--- config.mk ---
export PLATFORM = sky130hd
export DESIGN_NAME = psr_ram
export DESIGN_NICKNAME = d
export VERILOG_FILES = /design/src/design/psr_ram.sv
export SDC_FILE = /design/constraint.sdc
export NUM_CORES = 1
export LEC_CHECK = 0
export ABC_CLOCK_PERIOD_IN_PS = 1740
export BUFFER_PORTS_ARGS = -buffer_cell sky130_fd_sc_hd__buf_4
export CORE_ASPECT_RATIO = 1.1
export CORE_MARGIN = 3
export CORE_UTILIZATION = 52
export CTS_CLUSTER_DIAMETER = 40
export DETAILED_ROUTE_END_ITERATION = 8
export PLACE_DENSITY = 0.79
export SLEW_MARGIN = 10
export SYNTH_ARGS = -nofsm -noshare
export SYNTH_HDL_FRONTEND = slang
export SYNTH_SLANG_ARGS = --single-unit
--- constraint.sdc ---
create_clock -name i_clk -period 1.74 [get_ports i_clk]
set_clock_uncertainty 0.1 [all_clocks]
set_input_delay 0.087 -clock i_clk [delete_from_list [all_inputs] [get_ports i_clk]]
set_output_delay 0.087 -clock i_clk [all_outputs]
set_load 0.005 [all_outputs]
--- src/design/psr_ram.sv ---
// ----------------------------------------------------------------------------
// Per-bin running statistics: generic RAM
// One write port and one read port, with registered read data.
// ----------------------------------------------------------------------------
module psr_ram #(
    parameter int WIDTH = 8,
    parameter int DEPTH = 2
) (
    input  logic                                   i_clk,
    input  logic                                   i_we,
    input  logic [((DEPTH > 1) ? $clog2(DEPTH) : 1)-1:0] i_waddr,
    input  logic [WIDTH-1:0]                       i_wdata,
    input  logic [((DEPTH > 1) ? $clog2(DEPTH) : 1)-1:0] i_raddr,
    output logic [WIDTH-1:0]                       o_rdata
);

    logic [WIDTH-1:0] r_mem [DEPTH];

    always_ff @(posedge i_clk) begin
        if (i_we) begin
            r_mem[i_waddr] <= i_wdata;
        end
        o_rdata <= r_mem[i_raddr];
    end

endmodule

; Yosys cells after proc, flatten, opt, wreduce, memory -nomap -nowiden
; Memories as Yosys holds them, arrays and structs flattened. A register that Yosys moved wholly into a read port is not among the register bits.
; Cells that the tools add are included.
[word_totals]
out_inout_bits = 8
word_cells = 3
romBits = 0
latch_bits = 0
ff_bits = 0
mem_bits_rw = 16
memories = 1
inputBits = 12
[mem_list]
columns = name, depth, width, read_ports, rd_clocked_by_memory_dff, wr, line_no
row1 = r_mem, 2, 8, 1, 1, 1, 17  ; logic [WIDTH-1:0] r_mem [DEPTH];
[op_classes]
eq_ne = 0
n_shift = 0
div = 0
n_reduce_logical = 0
n_mux = 2
order_cmp = 0
n_bitwise = 0
mul = 0
addsub = 0
[ops]
columns = operator, count
row1 = 2-to-1 mux 1 bit, 2

; Depth between registers and ports, before layout
[depth]
ltp_word = 2
ltp_mapped = 2
mapped_depth_nobuf = 1

; Worst setup path after synthesis
; No wires, ideal clock.
[synth_path]
path_kind = input-to-reg
from = in i_we
to = mem r_mem[0][0] (enable)
path_stages = 1
arrival_time_ps = 507
path_buffers = 0
required_ps = 1267
slack_ps = 760
setup_time_ps = 373
cell_sequence = nor2b_1
[synth_via]
elab_chain_len = 2
[synth_rtl]
columns = element, line_no
row1 = "start, declared", 10  ; input logic i_we,
row2 = 2-to-1 mux 1 bit, 20  ; if (i_we) begin
row3 = 2-to-1 mux 1 bit (implied by the code), 21  ; r_mem[i_waddr] <= i_wdata;
row4 = "end, declared", 17
; Every way passes these cells.

; Final worst setup path
[layout_path]
from = reg o_rdata[7] (read register of r_mem)
to = out o_rdata[7]
[layout_rtl]
columns = element, line_no
row1 = "start, declared", 14  ; output logic [WIDTH-1:0] o_rdata
; No word-level cell between the ends.

==> results.md <==
| Stage | Parameter | Reported |
|---|---|---|
| status | Status | completed |
| clocking | CTS tree | built |
| clocking | Root buffer selected by CTS | sky130_fd_sc_hd__clkbuf_4 |
| critical path | Crit path kind | flop to output port |
| synthesis | Xor/xnor share of the synthesized area | 0 |
| critical path | Capturing element type of the critical path | output port |
| grt | First-pass GRT wire length | 1.642 mm |
| sta | Unrepaired setup endpoints after global routing | false |
| sta | Final slew viol count | 0 |
| power and ir drop | Maximum VDD drop | 0.5952 mV |
| synthesis | Area of the mapped netlist | 784.5 um^2 |
| detailed routing | Per-cell via count in the routed design | 4.679 |
| synthesis | Count of cell types in the netlist | 6 |
| floorplanning | Horiz. Die Dim | 43.04 um |
| sta | Fin worst setup slack | 0.8102 ns |
| cells and area | Area used by multi-input combinational logic | 132.6 um^2 |
| grt | GRT Total Usage | 0.1147 |
| synthesis | Cells after synthesis | 35 |
| floorplanning | Die footprint | 2011 um^2 |
| sta | Worst hold slack | 0.04771 ns |
| critical path | Worst-path cell chain | buf_4 |
| synthesis | Post-Synth Adder-Cell Area | 0 |
| detailed routing | Number of optimization iterations in the first detailed-route pass | 2 |
| floorplanning | Standard cell core area | 1401 um^2 |
| sta | Fin. Hold Viols | 0 |
| synthesis | Syn. warnings | 0 |
| detailed routing | Total via count after detailed routing | 379 |
| sta | Accumulated negative setup slack | 0 ns |
| clocking | Htree depth | 1 |
| cells and area | Count of antenna diodes in the layout | 0 |
| power and ir drop | Pwr/cell area | 954.7 nW/um^2 |
| cells and area | Area Growth Syn to Fin | 32.85% |
| detailed routing | Post-detailed-routing wire length | 1.004 mm |
| critical path | Max FO, Critical Path | 1 |
| synthesis | Syn avg cell area | 22.41 um^2 |
| detailed routing | Routed Antenna Nets | 0 |
| sta | Share of the clock period used by the worst path | 0.5344 |
| critical path | Critical path's slowest cell | sky130_fd_sc_hd__dfxtp_1 |
| cells and area | Net count of the finished layout | 78 |
| place | Place WS | 0.4818 ns |
| cells and area | Register area | 640.6 um^2 |
| sta | Transition at the pin with the smallest max-transition slack | 0.6953 ns |
| synthesis | Flip-flop and latch count after synthesis | 24 |
| clocking | Clock latency of the later-clocked register in the worst-skew pair | 0.30 ns |
| floorplanning | Height of the chip | 46.74 um |
| grt | Vias in the first global route | 394 |
| sta | Max_slew headroom | 0.5355 |
| detailed routing | Remaining design rule violation count | 0 |
| clocking | Count of instances resized after the clock tree is built | 0 |
| place | Port-buffer cells | 19 |
| floorplanning | Ports | 20 |
| synthesis | Dominant combinational cell family by area after synthesis | multiplexers |
| sta | Final count of negative-setup-slack endpoints | 0 |
| synthesis | Post-synthesis mux area share | 0.1531 |
| clocking | Clock slew at the register clock pins of the worst setup and hold paths | 0.12 ns |
| detailed routing | Iteration-0 DRC count of the detailed router | 2 |
| clocking | Clock buffer count from CTS | 3 |
| synthesis | Compound-Gate Fraction of Synth Area | 0 |
| critical path | Required time at the worst-slack endpoint | 1.55 ns |
| grt | Largest net degree at the start of global routing | 14 |
| critical path | Endpoint arrival time on the critical path | 0.74 ns |
| hold path | Min-Delay Path Class | primary input to flop |
| cells and area | Filler cells | 84 |
| job | Max-cap check violation count | 0 |
| critical path | Kind of cell with the highest combined delay on the critical path | flip-flops |
| critical path | Delay of the slowest cell on the worst path | 0.32 ns |
| synthesis | Simple logic cell fraction of the synthesized area | 0.01595 |
| clocking | Deepest clock path buffer count | 2 |
| grt | Initial antenna violation count | 0 |
| grt | Global-route congestion overflow total | 0 |
| power and ir drop | Static power due to leakage | 0.4283 nW |
| place | Routability-driven placement congestion ratio | 0.6894 |
| synthesis | Post-Synthesis Net Count | 47 |
| critical path | Kind of start point of the critical path | flop |
| sta | Post-layout min period | 0.9298 ns |
| synthesis | Seq/Total Area, Yosys | 0.8166 |
| sta | Maximum frequency from static timing analysis | 1076 MHz |
| cells and area | Ratio of cells with drive above 1 in the final layout | 0.4615 |
| detailed routing | Wire length per cell after detailed routing | 12.40 um |
| clocking | Num Clock Sinks | 24 |
| cells and area | Most common cell after layout, fill and taps aside | sky130_fd_sc_hd__buf_4 |
| floorplanning | Initial core utilization | 0.5598 |
| floorplanning | Core Rows | 14 |
| cells and area | Commonest cells after routing, fill and taps aside | sky130_fd_sc_hd__buf_4 (19), sky130_fd_sc_hd__edfxtp_1 (16), sky130_fd_sc_hd__mux2_4 (8), sky130_fd_sc_hd__dlygate4sd3_1 (8), sky130_fd_sc_hd__dfxtp_1 (8) |
| critical path | Buf+Inv Stages, Crit Path | 1 |
==> cell families after synthesis <==
family,Yosys count
muxes,8
DFF,24
and+or+nand+nor,2
buffers and inverters,1
==> layer usage <==
layer	vias up	part of all wire	GRT usage
li1	189	-	-
met3	0	0.071	0.04215
met5	-	0	0
met2	17	0.52	0.2036
met1	173	0.41	0.1323
met4	0	0	0.03614
==> Yosys cell counts (all sizes together) <==
cell,number,area share
and2,1,0.0080
mux2,8,0.15
nor2b,1,0.0080
buf,1,0.014
edfxtp,16,0.61
dfxtp,8,0.20
==> layout make-up <==
| cell class | instances | share of cell area |
|---|---|---|
| flip-flops and latches | 24 | 0.6146 |
| clock inverters | 1 | 0.003601 |
| multi-input cells | 10 | 0.1273 |
| repair buffers | 27 | 0.2137 |
| clock buffers | 3 | 0.02161 |
| well taps | 16 | 0.01921 |
==> metrics by stage <==
step	std cells	instance area [um^2]	utilization	total power, W
2_1_floorplan	35	784.5	-	0.0007164
3_5_place_dp	69	935.9	0.6679	0.0007694
6_report	81	1042	0.7438	0.0009951
4_1_cts	81	1042	0.7438	0.001011
3_3_place_gp	69	935.9	0.6679	0.0007638
5_1_grt	81	1042	0.7438	0.001047
==> report_power, final <==
part / internal (W) / switching (W)
clock: 0.0000834 / 0.000144
sequential: 0.000653 / 0.0000114
combinational: 0.0000723 / 0.0000308
total: 0.000809 / 0.000186
==> final timing paths <==
path,from,end,slack (ns),cells after the start
worst max-delay path,o_rdata[7]$_DFF_P_,o_rdata[7],0.81,1
worst min-delay path,i_raddr,o_rdata[5]$_DFF_P_,0.05,2
worst max register to register,r_mem[0][0]$_DFFE_PP_,o_rdata[0]$_DFF_P_,0.85,1
worst min register to register,r_mem[1][6]$_DFFE_PP_,o_rdata[6]$_DFF_P_,0.38,1
==> what timing repair did <==
| item | 4_1_cts | 5_1_grt |
|---|---|---|
| hold endpoints to repair | 16 | 0 |
| hold buffers | 8 | 0 |
| buffers inserted | 0 | 0 |
==> state kept, by name (all words and copies together) (netlist names) <==
signal   flops
r_mem       16
o_rdata      8
(Power assumes the default switching activity.)
