$ cat config.mk
export PLATFORM = sky130hd
export DESIGN_NAME = psr_update
export DESIGN_NICKNAME = d
export VERILOG_FILES = /design/src/design/psr_pkg.sv /design/src/design/psr_update.sv
export SDC_FILE = /design/constraint.sdc
export NUM_CORES = 1
export LEC_CHECK = 0
export BUFFER_PORTS_ARGS = -buffer_cell sky130_fd_sc_hd__buf_2
export CORE_AREA = 8 8 272 274
export DETAILED_ROUTE_END_ITERATION = 12
export DIE_AREA = 0 0 280 282
export PLACE_DENSITY = 0.42
export SYNTH_ARGS = -nofsm -noshare
export SYNTH_HDL_FRONTEND = slang
export SYNTH_SLANG_ARGS = --single-unit
$ cat constraint.sdc
create_clock -name vclk -period 12.2
set_input_delay 3.66 -clock vclk [all_inputs]
set_output_delay 3.66 -clock vclk [all_outputs]
set_load 0.03 [all_outputs]
$ cat src/design/psr_pkg.sv
// ----------------------------------------------------------------------------
// Per-bin running statistics: shared package
// Default parameter values, fixed field widths, mode codes and the control
// struct handed from the pipeline to the update logic.
// ----------------------------------------------------------------------------
package psr_pkg;

    localparam int NBINS_DEF      = 256;
    localparam int VALUE_BITS_DEF = 16;

    localparam int BIN_W      = 9;
    localparam int COUNT_W    = 16;
    localparam int TOTAL_W    = 32;
    localparam int TOTAL_SQ_W = 47;
    localparam int PROFILE_W  = 16;

    localparam logic [COUNT_W-1:0]   COUNT_MAX   = {COUNT_W{1'b1}};
    localparam logic [PROFILE_W-1:0] PROFILE_MAX = {PROFILE_W{1'b1}};

    typedef enum logic {
        MODE_ACCUM = 1'b0,
        MODE_READ  = 1'b1
    } t_mode;

    typedef struct packed {
        logic  valid;
        t_mode mode;
        logic  masked;
        logic  in_range;
    } t_ctl;

endpackage

$ cat src/design/psr_update.sv
// ----------------------------------------------------------------------------
// Per-bin running statistics: bin update
// Combines the stored entry of a bin with one sample and forms both the
// entry to write back and the fields to report.
// ----------------------------------------------------------------------------
module psr_update import psr_pkg::*; #(
    parameter int VALUE_BITS = VALUE_BITS_DEF
) (
    input  t_ctl                                    i_ctl,
    input  logic [COUNT_W+TOTAL_W+TOTAL_SQ_W+2*VALUE_BITS+2*PROFILE_W-1:0] i_old,
    input  logic signed [VALUE_BITS-1:0]            i_value,
    input  logic [TOTAL_SQ_W-1:0]                   i_sq,
    input  logic [PROFILE_W-1:0]                    i_profile,
    output logic                                    o_we,
    output logic [COUNT_W+TOTAL_W+TOTAL_SQ_W+2*VALUE_BITS+2*PROFILE_W-1:0] o_wdata,
    output logic [COUNT_W+TOTAL_W+TOTAL_SQ_W+2*VALUE_BITS+2*PROFILE_W-1:0] o_reset_entry,
    output logic [COUNT_W-1:0]                      o_count,
    output logic signed [TOTAL_W-1:0]               o_total,
    output logic [TOTAL_SQ_W-1:0]                   o_total_sq,
    output logic signed [VALUE_BITS-1:0]            o_least,
    output logic signed [VALUE_BITS-1:0]            o_greatest,
    output logic [PROFILE_W-1:0]                    o_least_profile,
    output logic [PROFILE_W-1:0]                    o_greatest_profile,
    output logic                                    o_dropped
);

    localparam logic signed [VALUE_BITS-1:0] MOST_POS = {1'b0, {(VALUE_BITS-1){1'b1}}};
    localparam logic signed [VALUE_BITS-1:0] MOST_NEG = {1'b1, {(VALUE_BITS-1){1'b0}}};

    logic [COUNT_W-1:0]            old_count;
    logic signed [TOTAL_W-1:0]     old_total;
    logic [TOTAL_SQ_W-1:0]         old_sq;
    logic signed [VALUE_BITS-1:0]  old_least;
    logic signed [VALUE_BITS-1:0]  old_greatest;
    logic [PROFILE_W-1:0]          old_lprof;
    logic [PROFILE_W-1:0]          old_gprof;

    logic [COUNT_W-1:0]            new_count;
    logic signed [TOTAL_W-1:0]     new_total;
    logic [TOTAL_SQ_W-1:0]         new_sq;
    logic signed [VALUE_BITS-1:0]  new_least;
    logic signed [VALUE_BITS-1:0]  new_greatest;
    logic [PROFILE_W-1:0]          new_lprof;
    logic [PROFILE_W-1:0]          new_gprof;

    logic first;
    logic full;
    logic sample;
    logic take_min;
    logic take_max;

    assign {old_count, old_total, old_sq, old_least, old_greatest, old_lprof, old_gprof} = i_old;

    assign first    = (old_count == {COUNT_W{1'b0}});
    assign full     = (old_count == COUNT_MAX);
    assign sample   = (i_ctl.mode == MODE_ACCUM) && !i_ctl.masked;
    assign o_we     = i_ctl.valid && i_ctl.in_range && sample && !full;
    assign take_min = first || (i_value < old_least);
    assign take_max = first || (i_value > old_greatest);

    assign new_count    = COUNT_W'(old_count + 1'b1);
    assign new_total    = old_total + TOTAL_W'(i_value);
    assign new_sq       = old_sq + i_sq;
    assign new_least    = take_min ? i_value : old_least;
    assign new_greatest = take_max ? i_value : old_greatest;
    assign new_lprof    = take_min ? i_profile : old_lprof;
    assign new_gprof    = take_max ? i_profile : old_gprof;

    assign o_wdata = {new_count, new_total, new_sq, new_least, new_greatest,
                      new_lprof, new_gprof};

    assign o_reset_entry = {{COUNT_W{1'b0}}, {TOTAL_W{1'b0}}, {TOTAL_SQ_W{1'b0}},
                            MOST_POS, MOST_NEG, {PROFILE_W{1'b0}}, {PROFILE_W{1'b0}}};

    always_comb begin
        if (!i_ctl.in_range) begin
            o_count            = '0;
            o_total            = '0;
            o_total_sq         = '0;
            o_least            = '0;
            o_greatest         = '0;
            o_least_profile    = '0;
            o_greatest_profile = '0;
            o_dropped          = 1'b1;
        end else if (o_we) begin
            o_count            = new_count;
            o_total            = new_total;
            o_total_sq         = new_sq;
            o_least            = new_least;
            o_greatest         = new_greatest;
            o_least_profile    = new_lprof;
            o_greatest_profile = new_gprof;
            o_dropped          = 1'b0;
        end else begin
            o_count            = old_count;
            o_total            = old_total;
            o_total_sq         = old_sq;
            o_least            = old_least;
            o_greatest         = old_greatest;
            o_least_profile    = old_lprof;
            o_greatest_profile = old_gprof;
            o_dropped          = sample && full;
        end
    end

endmodule

* Word-level counts from Yosys, hierarchy flattened *
Cells that the tools add are included.

operators by class
  reduce and logical (&&, ||, !) cells = 10
  bitwise operators = 1
  $lt $le $gt $ge = 2
  muxes and demuxes = 20
  eq/ne operators = 1
  add/subtract/negate cells = 3

operators by type and width
  kind                   number
  $mux 16                14
  $mux 47                2
  $mux 32                2
  $add 47x47->47         1
  $add 32x16->32         1
  $add 16x1->16 const B  1
  $eq 16x16->1 const B   1
  $gt 16x16->1           1
  $logic_not 16->1       1
  $lt 16x16->1           1
  $logic_and 1x1->1      5
  $logic_not 1->1        2
  $logic_or 1x1->1       2
  $mux 1                 2
  $not 1->1              1

storage, ports and cells
  register bits after elaboration = 0
  logic and storage cells = 37
  input bits = 242
  output and inout port bits = 479

* Logic depth before layout (Yosys ltp) *
  word-level depth = 6
  gate-level depth with buffers = 13
  gate-level depth less buffers = 12

* Worst setup path before layout *
OpenSTA, ideal clock, no wires.

  path type = input to output
  start point = input port i_old[81]
  end point = output port o_total_sq[43]
  data required time = 8540 ps
  data arrival time = 6748 ps
  slack = 1792 ps
  stages on the path = 11
  path through = ha_1 buf_2 and4_1 nand3_1 or4_1 a21oi_2 o211ai_1 a311o_1 xnor2_1 nand2_1 a21oi_1

on the way
  longest elaborated chain between the ends = 3

RTL lines
  what              RTL line          RTL
  from (decl)       psr_update.sv:10  input logic [COUNT_W+TOTAL_W+TOTAL_SQ_W+2*VALUE_BITS+2*PROFILE_W-1:0] i_old,
  $add 47x47->47    psr_update.sv:63  assign new_sq = old_sq + i_sq;
  via o_wdata[107]  psr_update.sv:15  output logic [COUNT_W+TOTAL_W+TOTAL_SQ_W+2*VALUE_BITS+2*PROFILE_W-1:0] o_wdata,
  $mux 47           psr_update.sv:85  end else if (o_we) begin
  $mux 47           psr_update.sv:76  if (!i_ctl.in_range) begin
  to (decl)         psr_update.sv:19  output logic [TOTAL_SQ_W-1:0] o_total_sq,

The timed path passes the listed nets, and every way through them passes these cells.

* Worst setup path in the final report *
  start point = input port i_old[64]
  end point = output port o_total_sq[34]

on the way
  longest elaborated chain between the ends = 3

RTL lines
  what            RTL line
  $add 47x47->47  psr_update.sv:63
  $mux 47         psr_update.sv:85
  $mux 47         psr_update.sv:76

Every way passes these cells.

==> impl_results.md <==
- Status: finished, final reports clean
- Layout clock buffers: 0
- Syn_area_per_cell: 6.68 sq um
- Arrival time worst endpoint: 7100 ps
- Final worst-path setup slack: 1440 ps
- Final hold viol count: 0
- Cts hold-fix bufs: 0
- Routed WL: 60500 um
- Met1 Track Usage GR: 18.0%
- M2 GR Usage: 24.0%
- Mux contribution to synthesized area: 6.31%
- Slew margin rel.: 43.0%
- DRC Markers: 0
- IO Port Bufs: 562
- Number of global-route vias before repair: 11988
- Number of sequential cells: 0
- RSZ-0062 raised after global routing: no
- Grt total ovfl: 0
- Cts repair resizes: 0
- Worst-Margin Slew: 850 ps
- Fmax: 92.9 MHz
- Syn. warnings: 0
- Rows: 97
- Initial DRC count: 709
- Switch Pwr: 0.709 mW
- Routed Antenna Nets: 0
- Max Transition Viols Final: 0
- Flip-flop and latch area: 0 sq um
- Number of vias per cell: 4.18
- Area Overhead vs Synth: 34.9%
- Internal: 0.281 mW
- Vias: 12039
- Post-synthesis compound-gate area fraction: 31.0%
- Worst vdd ir: 0.0336 mV
- Comb pwr share: 100.0%
- Drt pass-1 iters: 5
- Tcrit/Tclk final: 88.2%
- Crit. End Element: output port
- Sw frac: 71.6%
- Share of cells above drive strength 1: 33.7%
- Syn Inst Count: 1425
- Largest fanout on the critical path: 4
- Core Region: 69500 sq um
- Worst hold-check path type: in -> out
- Worst slack, placed: 1320 ps
- # setup viols final: 0
- Total Neg Setup Slack: 0 ps
- Nature of the critical path startpoint: input port
- GRT Util Overall: 13.7%
- Die width: 280 um
- Tmin final: 10760 ps
- Leakage: 6.61 nW
- Antenna violations before repair: 18
- Crit Path Category: in -> out
- GP Congestion: 0.881
- Req. time, crit path: 8540 ps
- Largest net degree at the start of global routing: 70
- Synthesized cell area: 9520 sq um
- Ports: 721
- Count of cell types in the netlist: 75
- Adder-cell area share of the yosys netlist: 14.9%
- Full die area: 79000 sq um
- Fin nets: 2284
- Post-synthesis simple-gate area fraction: 21.1%
- Area leader, netlist: ha_1
- Global-route wire length before repair: 83200 um
- Largest family of logic cells by synthesized area: compound AO/OA/AOI/OAI gates
- Post-CTS setup buffer count: 0
- Power Dens Cells: 77.1 nW/um^2
- Filler Cells Inserted: 8159
- Die H: 282 um
- Synth top area share: 14.5%
- Multi-input logic area: 8440 sq um
- Synth Area in XOR/XNOR: 8.56%
- GRT Max-Usage Layer: met2
- Clk network pwr share: 0%
- Synth cell count leaders: 204 x nand2_1, 159 x buf_4, 136 x a21oi_1
- Reg power frac: 0%
- Most frequent cell after synthesis: nand2_1
- # Max-Cap Violations: 0
- Top cells by area, synth: ha_1 14%, buf_4 13%, nand2_1 8.0%, a21oi_1 7.2%, a22o_1 5.9%
- Initial Utilization: 13.7%
- Met3 GRT Util: 2.32%
- Post-synthesis sequential area ratio: 0%
- Final HPWL DP: 52600 um
- Post-DR wirelength/cell: 21.0 um
stage by stage:
stage	util, %	instances	power (mW)	hold slack, ps	area [sq um]
after detailed placement	18.4	2868	0.991	7660	12800
final	18.5	2877	0.990	7660	12800
after global routing	18.4	2870	1.06	7670	12800
after floorplan	-	1582	0.694	7440	10100
after CTS	18.4	2868	0.995	7660	12800
after global placement	18.4	2868	0.997	7660	12800
worst max-delay path, stage by stage:
cell and delay, ps:
buf_2 110, ha_1 220, fa_1 410, a21o_1 210, a221oi_2 440, o211ai_1 170
a21o_1 280, a31oi_4 300, o21ai_1 160, a21o_1 230, or4_1 460, a31oi_1 210
buf_2 240
area by class of cell:
class / count / area share [%]
inverters: 62 / 1.83
diodes: 9 / 0.175
multi-input cells: 1287 / 65.7
repair buffers: 579 / 23.1
well taps: 940 / 9.16
placed cells by master (no fill, tap or decap), drive strengths merged, types with 40 or more instances in the layout:
cell	n
xnor2	52
nand2	204
inv	62
a21oi	138
xor2	41
mux2	48
o21ai	75
a22o	64
buf	579
nand3	40
a21o	41
ha	110
conb	159
nor2	68
layer usage:
layer  routed length, um  share of wire [%]
met5                  26              0.043
met4                 888                1.5
met3                4220                7.0
met2               29400                 49
met1               26000                 43
path summary, 6_finish.rpt:
| check | slack, ps | startpoint | cells after the start | endpoint |
|---|---|---|---|---|
| min | 7660 | i_ctl[2] | 3 | o_dropped |
| max | 1440 | i_old[64] | 13 | o_total_sq[34] |
power by group through the flow:
| stage | logic, mW | clock network (mW) | registers (mW) |
|---|---|---|---|
| 2_1_floorplan | 0.694 | 0 | 0 |
| 5_1_grt | 1.06 | 0.0000000220 | 0 |
| 6_report | 0.990 | 0.0000000548 | 0 |
| 3_5_place_dp | 0.991 | 0 | 0 |
| 3_3_place_gp | 0.997 | 0 | 0 |
| 4_1_cts | 0.995 | 0 | 0 |
logic make-up (layout without fill, tap and decap cells):
kind of cell / Yosys count / in the layout
AND/OR/NAND/NOR: 437 / 437
AO/OA/AOI/OAI: 432 / 432
XOR/XNOR: 93 / 93
multiplexers: 54 / 54
buffers and inverters: 295 / 641
adder cells (fa/ha/maj): 112 / 112
other: 2 / 168
(Power assumes the default switching activity.)
